[config.mk]
export PLATFORM = sky130hd
export DESIGN_NAME = blind_stepper_controller
export DESIGN_NICKNAME = d
export VERILOG_FILES = /design/src/rtl/bsc_pkg.sv /design/src/rtl/bsc_cfg.sv /design/src/rtl/bsc_core.sv /design/src/rtl/blind_stepper_controller.sv
export SDC_FILE = /design/constraint.sdc
export NUM_CORES = 1
export LEC_CHECK = 0
export BUFFER_PORTS_ARGS = -buffer_cell sky130_fd_sc_hd__buf_2
export CAP_MARGIN = 20
export CORE_MARGIN = 4
export CORE_UTILIZATION = 40
export CTS_BUF_LIST = sky130_fd_sc_hd__clkbuf_2 sky130_fd_sc_hd__clkbuf_4 sky130_fd_sc_hd__clkbuf_8
export CTS_CLUSTER_DIAMETER = 120
export DETAILED_ROUTE_END_ITERATION = 8
export GPL_ROUTABILITY_DRIVEN = 0
export SLEW_MARGIN = 0
export SYNTH_ARGS = -nofsm -noshare
export SYNTH_HDL_FRONTEND = slang
export SYNTH_SLANG_ARGS = --single-unit
[constraint.sdc]
create_clock -name clk -period 7.3 [get_ports clk]
set_input_delay 1.46 -clock clk [delete_from_list [all_inputs] [get_ports clk]]
set_output_delay 1.46 -clock clk [all_outputs]
set_load 0.1 [all_outputs]
[src/rtl/bsc_pkg.sv]
package bsc_pkg;

  localparam int STEP_COUNT_BITS_DEF = 16;
  localparam int CFG_DATA_BITS       = 16;
  localparam int CFG_INDEX_BITS      = 3;
  localparam int HOURS_PER_DAY       = 24;
  localparam int MINUTES_PER_HOUR    = 60;

  // register indexes of the configuration port
  localparam logic [CFG_INDEX_BITS-1:0] CFG_LIGHT_LIMIT  = 3'd0;
  localparam logic [CFG_INDEX_BITS-1:0] CFG_OPEN_HR      = 3'd1;
  localparam logic [CFG_INDEX_BITS-1:0] CFG_OPEN_MINUTE  = 3'd2;
  localparam logic [CFG_INDEX_BITS-1:0] CFG_CLOSE_HR     = 3'd3;
  localparam logic [CFG_INDEX_BITS-1:0] CFG_CLOSE_MINUTE = 3'd4;
  localparam logic [CFG_INDEX_BITS-1:0] CFG_OPEN_TRAVEL  = 3'd5;
  localparam logic [CFG_INDEX_BITS-1:0] CFG_CLOSE_TRAVEL = 3'd6;

  localparam logic [9:0]  RST_LIGHT_LIMIT  = 10'd400;
  localparam logic [4:0]  RST_OPEN_HR      = 5'd7;
  localparam logic [5:0]  RST_OPEN_MINUTE  = 6'd0;
  localparam logic [4:0]  RST_CLOSE_HR     = 5'd20;
  localparam logic [5:0]  RST_CLOSE_MINUTE = 6'd0;
  localparam logic [15:0] RST_OPEN_TRAVEL  = 16'd3000;
  localparam logic [15:0] RST_CLOSE_TRAVEL = 16'd3000;
  localparam logic [4:0]  RST_HOUR         = 5'd7;
  localparam logic [5:0]  RST_MINUTE       = 6'd0;

  localparam logic [3:0] SW_ALL_RELEASED = 4'hF;

  typedef enum logic [1:0] {
    MODE_LIGHT  = 2'd0,
    MODE_SCHED  = 2'd1,
    MODE_MANUAL = 2'd2,
    MODE_PICK   = 2'd3
  } mode_t;

  typedef struct packed {
    logic [9:0] light_level;
    logic [3:0] switches;
    logic       minute_pulse;
  } in_word_t;

  typedef struct packed {
    logic [3:0] coil_pattern;
    logic       blind_is_open;
    logic       moving;
    logic [1:0] mode;
    logic [4:0] hour;
    logic [5:0] minute;
  } out_word_t;

  typedef struct packed {
    logic [9:0]  light_limit;
    logic [4:0]  open_hr;
    logic [5:0]  open_minute;
    logic [4:0]  close_hr;
    logic [5:0]  close_minute;
    logic [15:0] open_travel;
    logic [15:0] close_travel;
  } cfg_regs_t;

  // half-step coil sequence
  function automatic logic [3:0] half_step(input logic [2:0] ph);
    logic [3:0] pat;
    unique case (ph)
      3'd0: pat = 4'b1000;
      3'd1: pat = 4'b1100;
      3'd2: pat = 4'b0100;
      3'd3: pat = 4'b0110;
      3'd4: pat = 4'b0010;
      3'd5: pat = 4'b0011;
      3'd6: pat = 4'b0001;
      default: pat = 4'b1001;
    endcase
    return pat;
  endfunction

endpackage

[src/rtl/bsc_cfg.sv]
module bsc_cfg import bsc_pkg::*; (
  input  logic                      clk,
  input  logic                      rst_n,
  input  logic                      cfg_we,
  input  logic [CFG_INDEX_BITS-1:0] cfg_index,
  input  logic [CFG_DATA_BITS-1:0]  cfg_wdata,
  output cfg_regs_t                 cfg
);

  cfg_regs_t cfg_r;
  cfg_regs_t cfg_nxt;

  always_comb begin
    cfg_nxt = cfg_r;
    if (cfg_we) begin
      unique case (cfg_index)
        CFG_LIGHT_LIMIT:  cfg_nxt.light_limit  = cfg_wdata[9:0];
        CFG_OPEN_HR:      cfg_nxt.open_hr      = cfg_wdata[4:0];
        CFG_OPEN_MINUTE:  cfg_nxt.open_minute  = cfg_wdata[5:0];
        CFG_CLOSE_HR:     cfg_nxt.close_hr     = cfg_wdata[4:0];
        CFG_CLOSE_MINUTE: cfg_nxt.close_minute = cfg_wdata[5:0];
        CFG_OPEN_TRAVEL:  cfg_nxt.open_travel  = cfg_wdata;
        CFG_CLOSE_TRAVEL: cfg_nxt.close_travel = cfg_wdata;
        default: ;
      endcase
    end
  end

  always_ff @(posedge clk) begin
    if (!rst_n) begin
      cfg_r.light_limit  <= RST_LIGHT_LIMIT;
      cfg_r.open_hr      <= RST_OPEN_HR;
      cfg_r.open_minute  <= RST_OPEN_MINUTE;
      cfg_r.close_hr     <= RST_CLOSE_HR;
      cfg_r.close_minute <= RST_CLOSE_MINUTE;
      cfg_r.open_travel  <= RST_OPEN_TRAVEL;
      cfg_r.close_travel <= RST_CLOSE_TRAVEL;
    end else begin
      cfg_r <= cfg_nxt;
    end
  end

  assign cfg = cfg_r;

endmodule

[src/rtl/bsc_core.sv]
module bsc_core import bsc_pkg::*; #(
  parameter int STEP_COUNT_BITS = STEP_COUNT_BITS_DEF
) (
  input  logic      clk,
  input  logic      rst_n,
  input  logic      step_en,
  input  in_word_t  word,
  input  cfg_regs_t cfg,
  output out_word_t res_nxt
);

  localparam int TW = (STEP_COUNT_BITS > 16) ? STEP_COUNT_BITS : 16;
  localparam logic [TW-1:0] STEP_MAX_EXT = TW'({STEP_COUNT_BITS{1'b1}});

  logic                       open_r, open_nxt;
  mode_t                      mode_r, mode_nxt;
  logic                       latched_r, latched_nxt;
  logic [2:0]                 phase_r, phase_nxt;
  logic [STEP_COUNT_BITS-1:0] steps_r, steps_nxt;
  logic                       dir_r, dir_nxt;
  logic [3:0]                 coils_r, coils_nxt;
  logic [4:0]                 hour_r, hour_nxt;
  logic [5:0]                 minute_r, minute_nxt;

  logic                       go;
  logic                       go_dir;
  logic                       above;
  logic                       at_open;
  logic                       at_close;
  logic [TW-1:0]              travel_ext;
  logic [STEP_COUNT_BITS-1:0] travel_sat;

  always_comb begin
    open_nxt    = open_r;
    mode_nxt    = mode_r;
    latched_nxt = latched_r;
    phase_nxt   = phase_r;
    steps_nxt   = steps_r;
    dir_nxt     = dir_r;
    coils_nxt   = coils_r;
    hour_nxt    = hour_r;
    minute_nxt  = minute_r;
    go          = 1'b0;
    go_dir      = 1'b0;

    // mode latch, lowest pressed switch wins
    if (!latched_r) begin
      latched_nxt = 1'b1;
      priority if (!word.switches[0]) mode_nxt = MODE_LIGHT;
      else if (!word.switches[1])     mode_nxt = MODE_SCHED;
      else if (!word.switches[2])     mode_nxt = MODE_MANUAL;
      else if (!word.switches[3])     mode_nxt = MODE_PICK;
      else                            latched_nxt = 1'b0;
    end else if (word.switches == SW_ALL_RELEASED) begin
      latched_nxt = 1'b0;
    end

    above    = word.light_level > cfg.light_limit;
    at_open  = (hour_r == cfg.open_hr) && (minute_r == cfg.open_minute);
    at_close = (hour_r == cfg.close_hr) && (minute_r == cfg.close_minute);

    if (word.minute_pulse) begin
      if (steps_r == '0) begin
        unique case (mode_nxt)
          MODE_LIGHT: begin
            if (above && !open_r) begin
              go = 1'b1; go_dir = 1'b1;
            end else if (!above && open_r) begin
              go = 1'b1; go_dir = 1'b0;
            end
          end
          MODE_SCHED: begin
            if (at_open && !open_r) begin
              go = 1'b1; go_dir = 1'b1;
            end else if (at_close && open_r) begin
              go = 1'b1; go_dir = 1'b0;
            end
          end
          default: ;
        endcase
      end
      if (minute_r == 6'(MINUTES_PER_HOUR - 1)) begin
        minute_nxt = '0;
        hour_nxt   = (hour_r == 5'(HOURS_PER_DAY - 1)) ? '0 : hour_r + 5'd1;
      end else begin
        minute_nxt = minute_r + 6'd1;
      end
    end

    travel_ext = TW'(go_dir ? cfg.open_travel : cfg.close_travel);
    travel_sat = (travel_ext > STEP_MAX_EXT) ? STEP_MAX_EXT[STEP_COUNT_BITS-1:0]
                                             : travel_ext[STEP_COUNT_BITS-1:0];

    if (go) begin
      if (travel_sat == '0) begin
        open_nxt = go_dir;
      end else begin
        dir_nxt   = go_dir;
        steps_nxt = travel_sat;
      end
    end

    // one half step per tick, first step in the starting tick
    if (steps_nxt != '0) begin
      phase_nxt = dir_nxt ? phase_r + 3'd1 : phase_r - 3'd1;
      coils_nxt = half_step(phase_nxt);
      steps_nxt = steps_nxt - STEP_COUNT_BITS'(1);
      if (steps_nxt == '0) open_nxt = dir_nxt;
    end

    res_nxt.coil_pattern  = coils_nxt;
    res_nxt.blind_is_open = open_nxt;
    res_nxt.moving        = steps_nxt != '0;
    res_nxt.mode          = mode_nxt;
    res_nxt.hour          = hour_nxt;
    res_nxt.minute        = minute_nxt;
  end

  always_ff @(posedge clk) begin
    if (!rst_n) begin
      open_r    <= 1'b0;
      mode_r    <= MODE_PICK;
      latched_r <= 1'b0;
      phase_r   <= '0;
      steps_r   <= '0;
      dir_r     <= 1'b0;
      coils_r   <= '0;
      hour_r    <= RST_HOUR;
      minute_r  <= RST_MINUTE;
    end else if (step_en) begin
      open_r    <= open_nxt;
      mode_r    <= mode_nxt;
      latched_r <= latched_nxt;
      phase_r   <= phase_nxt;
      steps_r   <= steps_nxt;
      dir_r     <= dir_nxt;
      coils_r   <= coils_nxt;
      hour_r    <= hour_nxt;
      minute_r  <= minute_nxt;
    end
  end

endmodule

[src/rtl/blind_stepper_controller.sv]
// Blind stepper controller: each input word is one step-period tick carrying a light
// sample, four active-low switches and a minute pulse, and each tick returns one
// result word with the coil pattern, blind state, moving flag, mode and clock after
// that tick. One word is taken per clock while the output side keeps taking results;
// a word waits in the input register while the single-pass tick update runs, and its
// result is registered in the output register. Configuration registers are to be
// written through the cfg_ port only while the block is idle; the user is bound by
// this and the block does not enforce it. No clearing pass is needed after reset.
module blind_stepper_controller import bsc_pkg::*; #(
  parameter int STEP_COUNT_BITS = STEP_COUNT_BITS_DEF
) (
  input  logic                      clk,
  input  logic                      rst_n,
  input  logic                      in_valid,
  output logic                      in_ready,
  input  in_word_t                  in_data,
  output logic                      out_valid,
  input  logic                      out_ready,
  output out_word_t                 out_data,
  input  logic                      cfg_we,
  input  logic [CFG_INDEX_BITS-1:0] cfg_index,
  input  logic [CFG_DATA_BITS-1:0]  cfg_wdata
);

  logic      stage_vld_r, stage_vld_nxt;
  in_word_t  stage_word_r;
  logic      out_vld_r, out_vld_nxt;
  out_word_t out_word_r;
  logic      adv;
  logic      in_fire;
  cfg_regs_t cfg;
  out_word_t res_nxt;

  // tick runs when a word is staged and the output register is free or being emptied
  assign adv      = stage_vld_r && (!out_vld_r || out_ready);
  assign in_ready = !stage_vld_r || adv;
  assign in_fire  = in_valid && in_ready;

  always_comb begin
    stage_vld_nxt = in_fire ? 1'b1 : (adv ? 1'b0 : stage_vld_r);
    out_vld_nxt   = adv ? 1'b1 : (out_ready ? 1'b0 : out_vld_r);
  end

  bsc_cfg u_cfg (
    .clk       (clk),
    .rst_n     (rst_n),
    .cfg_we    (cfg_we),
    .cfg_index (cfg_index),
    .cfg_wdata (cfg_wdata),
    .cfg       (cfg)
  );

  bsc_core #(
    .STEP_COUNT_BITS (STEP_COUNT_BITS)
  ) u_core (
    .clk     (clk),
    .rst_n   (rst_n),
    .step_en (adv),
    .word    (stage_word_r),
    .cfg     (cfg),
    .res_nxt (res_nxt)
  );

  always_ff @(posedge clk) begin
    if (!rst_n) begin
      stage_vld_r <= 1'b0;
      out_vld_r   <= 1'b0;
    end else begin
      stage_vld_r <= stage_vld_nxt;
      out_vld_r   <= out_vld_nxt;
    end
  end

  always_ff @(posedge clk) begin
    if (in_fire) stage_word_r <= in_data;
    if (adv)     out_word_r   <= res_nxt;
  end

  assign out_valid = out_vld_r;
  assign out_data  = out_word_r;

endmodule

## After elaboration in Yosys (flattened, before gate mapping)

Cells that the tools add are included.

| operators by class | value |
|---|---|
| equality and inequality tests | 20 |
| $lt $le $gt $ge | 2 |
| multiplexer cells | 46 |
| reduce and logical (&&, ||, !) cells | 32 |
| add/sub/neg operators | 5 |

Operators with widths:

| operator | count |
|---|---|
| 16-bit 2-to-1 mux | 5 |
| 16-bit logical NOT | 3 |
| 16-bit nonzero test | 2 |
| 4-bit one-hot mux with 7 select lines | 1 |
| 1-bit 2-to-1 mux | 26 |
| 3-bit equality test, second input constant | 6 |
| 16-bit > comparator, second input constant | 1 |
| 2-bit AND reduction | 8 |
| 16-bit by 1-bit subtractor with 16-bit output, second input constant | 1 |
| 5-bit 2-to-1 mux | 3 |
| 3-bit by 2-bit equality test with 1-bit output, second input constant | 4 |
| 6-bit equality test | 2 |
| 6-bit 2-to-1 mux | 2 |
| 5-bit equality test | 2 |
| 10-bit > comparator | 1 |
| 2-bit 2-to-1 mux | 5 |
| 1-bit logical AND | 8 |
| 6-bit by 1-bit adder with 6-bit output, second input constant | 1 |
| 3-bit by 1-bit equality test with 1-bit output, second input constant | 2 |
| 6-bit equality test, second input constant | 1 |
| 3-bit logical NOT | 2 |
| 5-bit by 1-bit adder with 5-bit output, second input constant | 1 |
| 5-bit equality test, second input constant | 1 |
| 4-bit equality test, second input constant | 1 |
| 10 further kinds | 16 |

| storage, ports and cells | value |
|---|---|
| output and inout port bits | 21 |
| input bits | 39 |
| flip-flop bits (word level) | 139 |
| word-level logic and storage cells | 132 |

## Longest topological paths before layout

| logic depth | value |
|---|---|
| depth after elaboration | 19 |
| gate-level depth with buffers | 29 |
| mapped depth without buffers | 26 |

## Cells and area by module

Synthesis repeated with hierarchy kept, for this count alone.

| second synthesis, totals | value |
|---|---|
| cell total of the unflattened synthesis | 786 |
| area, all modules | 7323.3 µm² |

Modules (own cells, without submodules):

| module | area an instance (µm²) | instances | cells each |
|---|---|---|---|
| bsc_core | 3709.8 | 1 | 503 |
| bsc_cfg | 2488.6 | 1 | 240 |
| blind_stepper_controller | 1124.8 | 1 | 43 |

## Least setup slack after synthesis

Ideal clock, no wire load.

| timing path | value |
|---|---|
| path type | reg2reg |
| start | reg stage_word_r[8] in the netlist's numbering |
| end | reg out_word_r (netlist bit out_data[14]), data pin |
| setup time | 0.276 ns |
| stages on the path, launching flop included | 29 |
| buffers on the path | 3 |
| period minus slack after synthesis | 5.390 ns |
| path slack | 1.910 ns |
| data arrival time | 5.114 ns |
| data required time | 7.024 ns |
| cells stage by stage | edfxtp_1 > ha_1 > a21o_1 > a21o_1 > a21oi_1 > nor2_1 > a2111oi_0 > a31oi_1 > ha_1 > o21ai_0 > o21a_1 > clkbuf_1 > nor2_2 > buf_4 > buf_2 > nand2_1 > nand2_1 > a21oi_1 > ha_1 > nand2b_1 > nor2_1 > nand2_1 > inv_1 > o211ai_1 > or3_1 > o21ai_0 > nand4_1 > or4_4 > mux2i_1 |

RTL lines:

| what | line | source |
|---|---|---|
| start, declared | blind_stepper_controller.sv:26 | `in_word_t stage_word_r;` |
| start signal, assigned | blind_stepper_controller.sv:75 | `if (in_fire) stage_word_r <= in_data;` |
| end signal, assigned | blind_stepper_controller.sv:76 | `if (adv) out_word_r <= res_nxt;` |
| end, declared | blind_stepper_controller.sv:28 | `out_word_t out_word_r;` |

==> flow_metrics.tcl <==
set metrics [dict create \
    status "completed" \
    chipWidth_microns 146 \
    power.density_nw_per_um2 391 \
    synth_simple_gate_area_share_pct 25.2 \
    yosys_warnings 0 \
    synth_cells 887 \
    synth_edf_count 34 \
    die_area_sq_um 21400 \
    p_comb_share_pct 50.1 \
    ios 60 \
    ys_seq_elements 139 \
    cellLeakagePower_nw 3.35 \
    start_util_pct 40.7 \
    maxCapViolations 0 \
    synth_flop_cell "dfxtp_1" \
    viasPerCell 5.45 \
    finalSetupTns_ns 0 \
    final_cells 1168 \
    worst_pin_slew_ns 1.09 \
    cts_hold_buf 0 \
    seq_power_share_pct 30.2 \
    synthArstFlopShare_pct 0 \
    r2r-start "stage_word_r[8]" \
    htreeDepth 4 \
    cp-end-kind "flop" \
    min_path_type "reg -> reg" \
    final_cell_mix "nand2_1 (161), dfxtp_1 (105), buf_2 (59)" \
    seq_area_frac_synth_pct 40.9 \
    die_y_microns 146 \
    skew_ns 0.0169 \
    num_vias 6367 \
    drt_iter0_drc 468 \
    r2r_slack_ns 0.91 \
    num_rows 50 \
    rsz0062_at_grt "false" \
    grt_overflow 0 \
    dp_hpwl_microns 13800 \
    synthesis.nets 948 \
    clk_pin_slew_ns 0.08 \
    irDropWorstVdd_v 0.000246 \
    grtUsageTotal_pct 18.5 \
    synth_top_family_by_area "simple AND/OR/NAND/NOR gates" \
    antenna_found_initial 0 \
    ctsLongestPathBuffers 2 \
    worstPathArrival_ns 6.54 \
    path_max_fanout 21 \
    post-route-period-util_pct 87.5 \
    internal_power_mw 1.90 \
    path_class "reg -> reg" \
    hold_viol 0 \
    fmaxAchievable_ghz 0.157 \
    core_area_sq_um 18800 \
    synth_cell_types 69 \
    synth_compound_area_share_pct 14.9 \
    area_growth_pct 11.2 \
    maxSlewViolCount 0 \
    cts_buffers 17 \
    cts.sinks 139 \
    first_pass_iters 5 \
    syn-cell-area_sq_um 7640 \
    antenna_left 0 \
    cts_tree "done" \
    holdPathEnd "u_cfg.cfg[60]" \
    drc 0 \
    cts_resized 0 \
    drive_gt1_share_pct 13.4 \
    insertion_delay_ns 0.44 \
    post-route-min-period_ns 6.39 \
    p_sw_mw 1.42 \
    cts_root_buf "clkbuf_8" \
    reg2reg_to "out_data[14]" \
    maxSlewHeadroom_pct 27.0 \
    synth_fa_ha_area_share_pct 3.70 \
    clkPwrFrac_pct 19.7 \
    ff2ff_path_depth 24 \
    timing.critical_path.from "stage_word_r[8]" \
    final_common_cell "nand2_1" \
    min_path_cells 2 \
    grt_max_degree 107 \
    synth_area_per_cell_sq_um 8.62 \
    critPathLaunchType "flop" \
    finalSetupViolations 0 \
    wl_per_cell_microns 16.6 \
    final_nets 982 \
    grt_pass1_vias 6154 \
    swShare_pct 42.8 \
    diodes 0 \
    grt_pass1_wl_microns 32400 \
    routed_wl_microns 19400 \
    crit_required_ns 7.46 \
    postCtsSetupBuffers 0 \
    synth.mux.area_fraction_pct 6.76 \
    min_from "u_cfg.cfg[60]" \
    synth_xor_area_share_pct 4.35 \
    port_buffers 59 \
    place_inst 1135 \
]
==> area by class of cell <==
class | count | area [sq um]
clock buffers | 24 | 318
fillers | 1847 | 10300
repair buffers | 68 | 363
flip-flops and latches | 139 | 3120
inverters | 25 | 93.8
clock inverters | 8 | 105
multi-input cells | 670 | 4210
well taps | 234 | 293
==> kinds of logic after synthesis <==
logic type	count (synthesis)
buffers and inverters	78
muxes	50
adders and majority gates	22
xor gates and xnor gates	38
AOI/OAI and AO/OA	166
DFF	139
and+or+nand+nor	394
==> flip-flops by register name (all words and copies together) (netlist names) <==
signal / count
u_core.latched_r: 1
u_core.mode_r: 2
u_core.minute_r: 6
out_valid: 1
out_data: 19
u_core.coils_r: 4
u_core.steps_r: 16
stage_vld_r: 1
stage_word_r: 15
u_core.hour_r: 5
u_core.open_r: 1
u_core.dir_r: 1
u_core.phase_r: 3
u_cfg.cfg: 64
==> per-stage QoR <==
| stage | cell area (sq um) | hold slack (ns) | util [%] | power, mW | setup slack, ns |
|---|---|---|---|---|---|
| floorplan | 7640 | 0.441 | - | 2.30 | 1.91 |
| global placement | 8070 | 0.457 | 43.0 | 2.66 | 1.23 |
| detailed placement | 8070 | 0.463 | 43.0 | 2.66 | 1.02 |
| CTS | 8490 | 0.473 | 45.3 | 3.32 | 0.990 |
| global route | 8500 | 0.487 | 45.3 | 3.55 | 0.289 |
| finish | 8500 | 0.469 | 45.3 | 3.32 | 0.913 |
==> worst max-delay path by stage <==
stage,end,cells after the start
6_report,out_data[14],24
5_1_grt,u_core.open_r,24
4_1_cts,out_data[14],24
3_5_place_dp,out_data[14],24
3_3_place_gp,out_data[14],24
2_1_floorplan,out_data[14],28
==> Yosys cell counts, types with 15 or more instances <==
| cell | instances | area, sq um |
|---|---|---|
| mux2i_1 | 37 | 370 |
| a21boi_0 | 36 | 270 |
| nor2b_1 | 32 | 200 |
| edfxtp_1 | 34 | 1020 |
| ha_1 | 21 | 263 |
| inv_1 | 24 | 90.1 |
| o21ai_0 | 31 | 155 |
| dfxtp_1 | 105 | 2100 |
| clkbuf_1 | 45 | 169 |
| a21oi_1 | 30 | 150 |
| nand2_1 | 161 | 604 |
| nor4_1 | 15 | 93.8 |
| nor3_1 | 34 | 170 |
| xnor2_1 | 18 | 158 |
| or3_1 | 15 | 93.8 |
| nor2_1 | 42 | 158 |
| nand3_1 | 30 | 150 |
| xor2_1 | 20 | 175 |
==> power groups by stage <==
stage	Sequential, mW	Clock [mW]	Combinational [mW]
after detailed placement	1.02	0	1.64
final	1.01	0.655	1.66
after CTS	1.00	0.673	1.65
after floorplan	1.10	0	1.20
after global placement	1.02	0	1.64
after global routing	1.02	0.707	1.83
==> per-layer routing <==
layer,GRT usage (%),routed length (microns)
met5,0,0
met4,5.88,413
met3,3.94,900
met2,30.4,9160
met1,24.3,8970
==> critical path, cell delays in order, from the launching register on <==
cell and delay [ns]:
edfxtp_1 0.38, ha_1 0.32, a21o_1 0.19, a21o_1 0.17, a21oi_1 0.13, nor2_1 0.05, a2111oi_0 0.34, a31oi_1 0.11
ha_1 0.20, o21ai_0 0.09, o21a_1 0.56, mux2i_1 0.24, and2_1 0.40, a21oi_1 0.52, ha_1 0.32, nand2b_1 0.13
nor2_1 0.21, nand2_1 0.17, inv_1 0.13, o211ai_1 0.15, or3_1 0.36, o21ai_0 0.15, nand4_1 0.18, or4_4 0.47
mux2i_1 0.13
No activity file was read; power rests on OpenSTA's default activity.
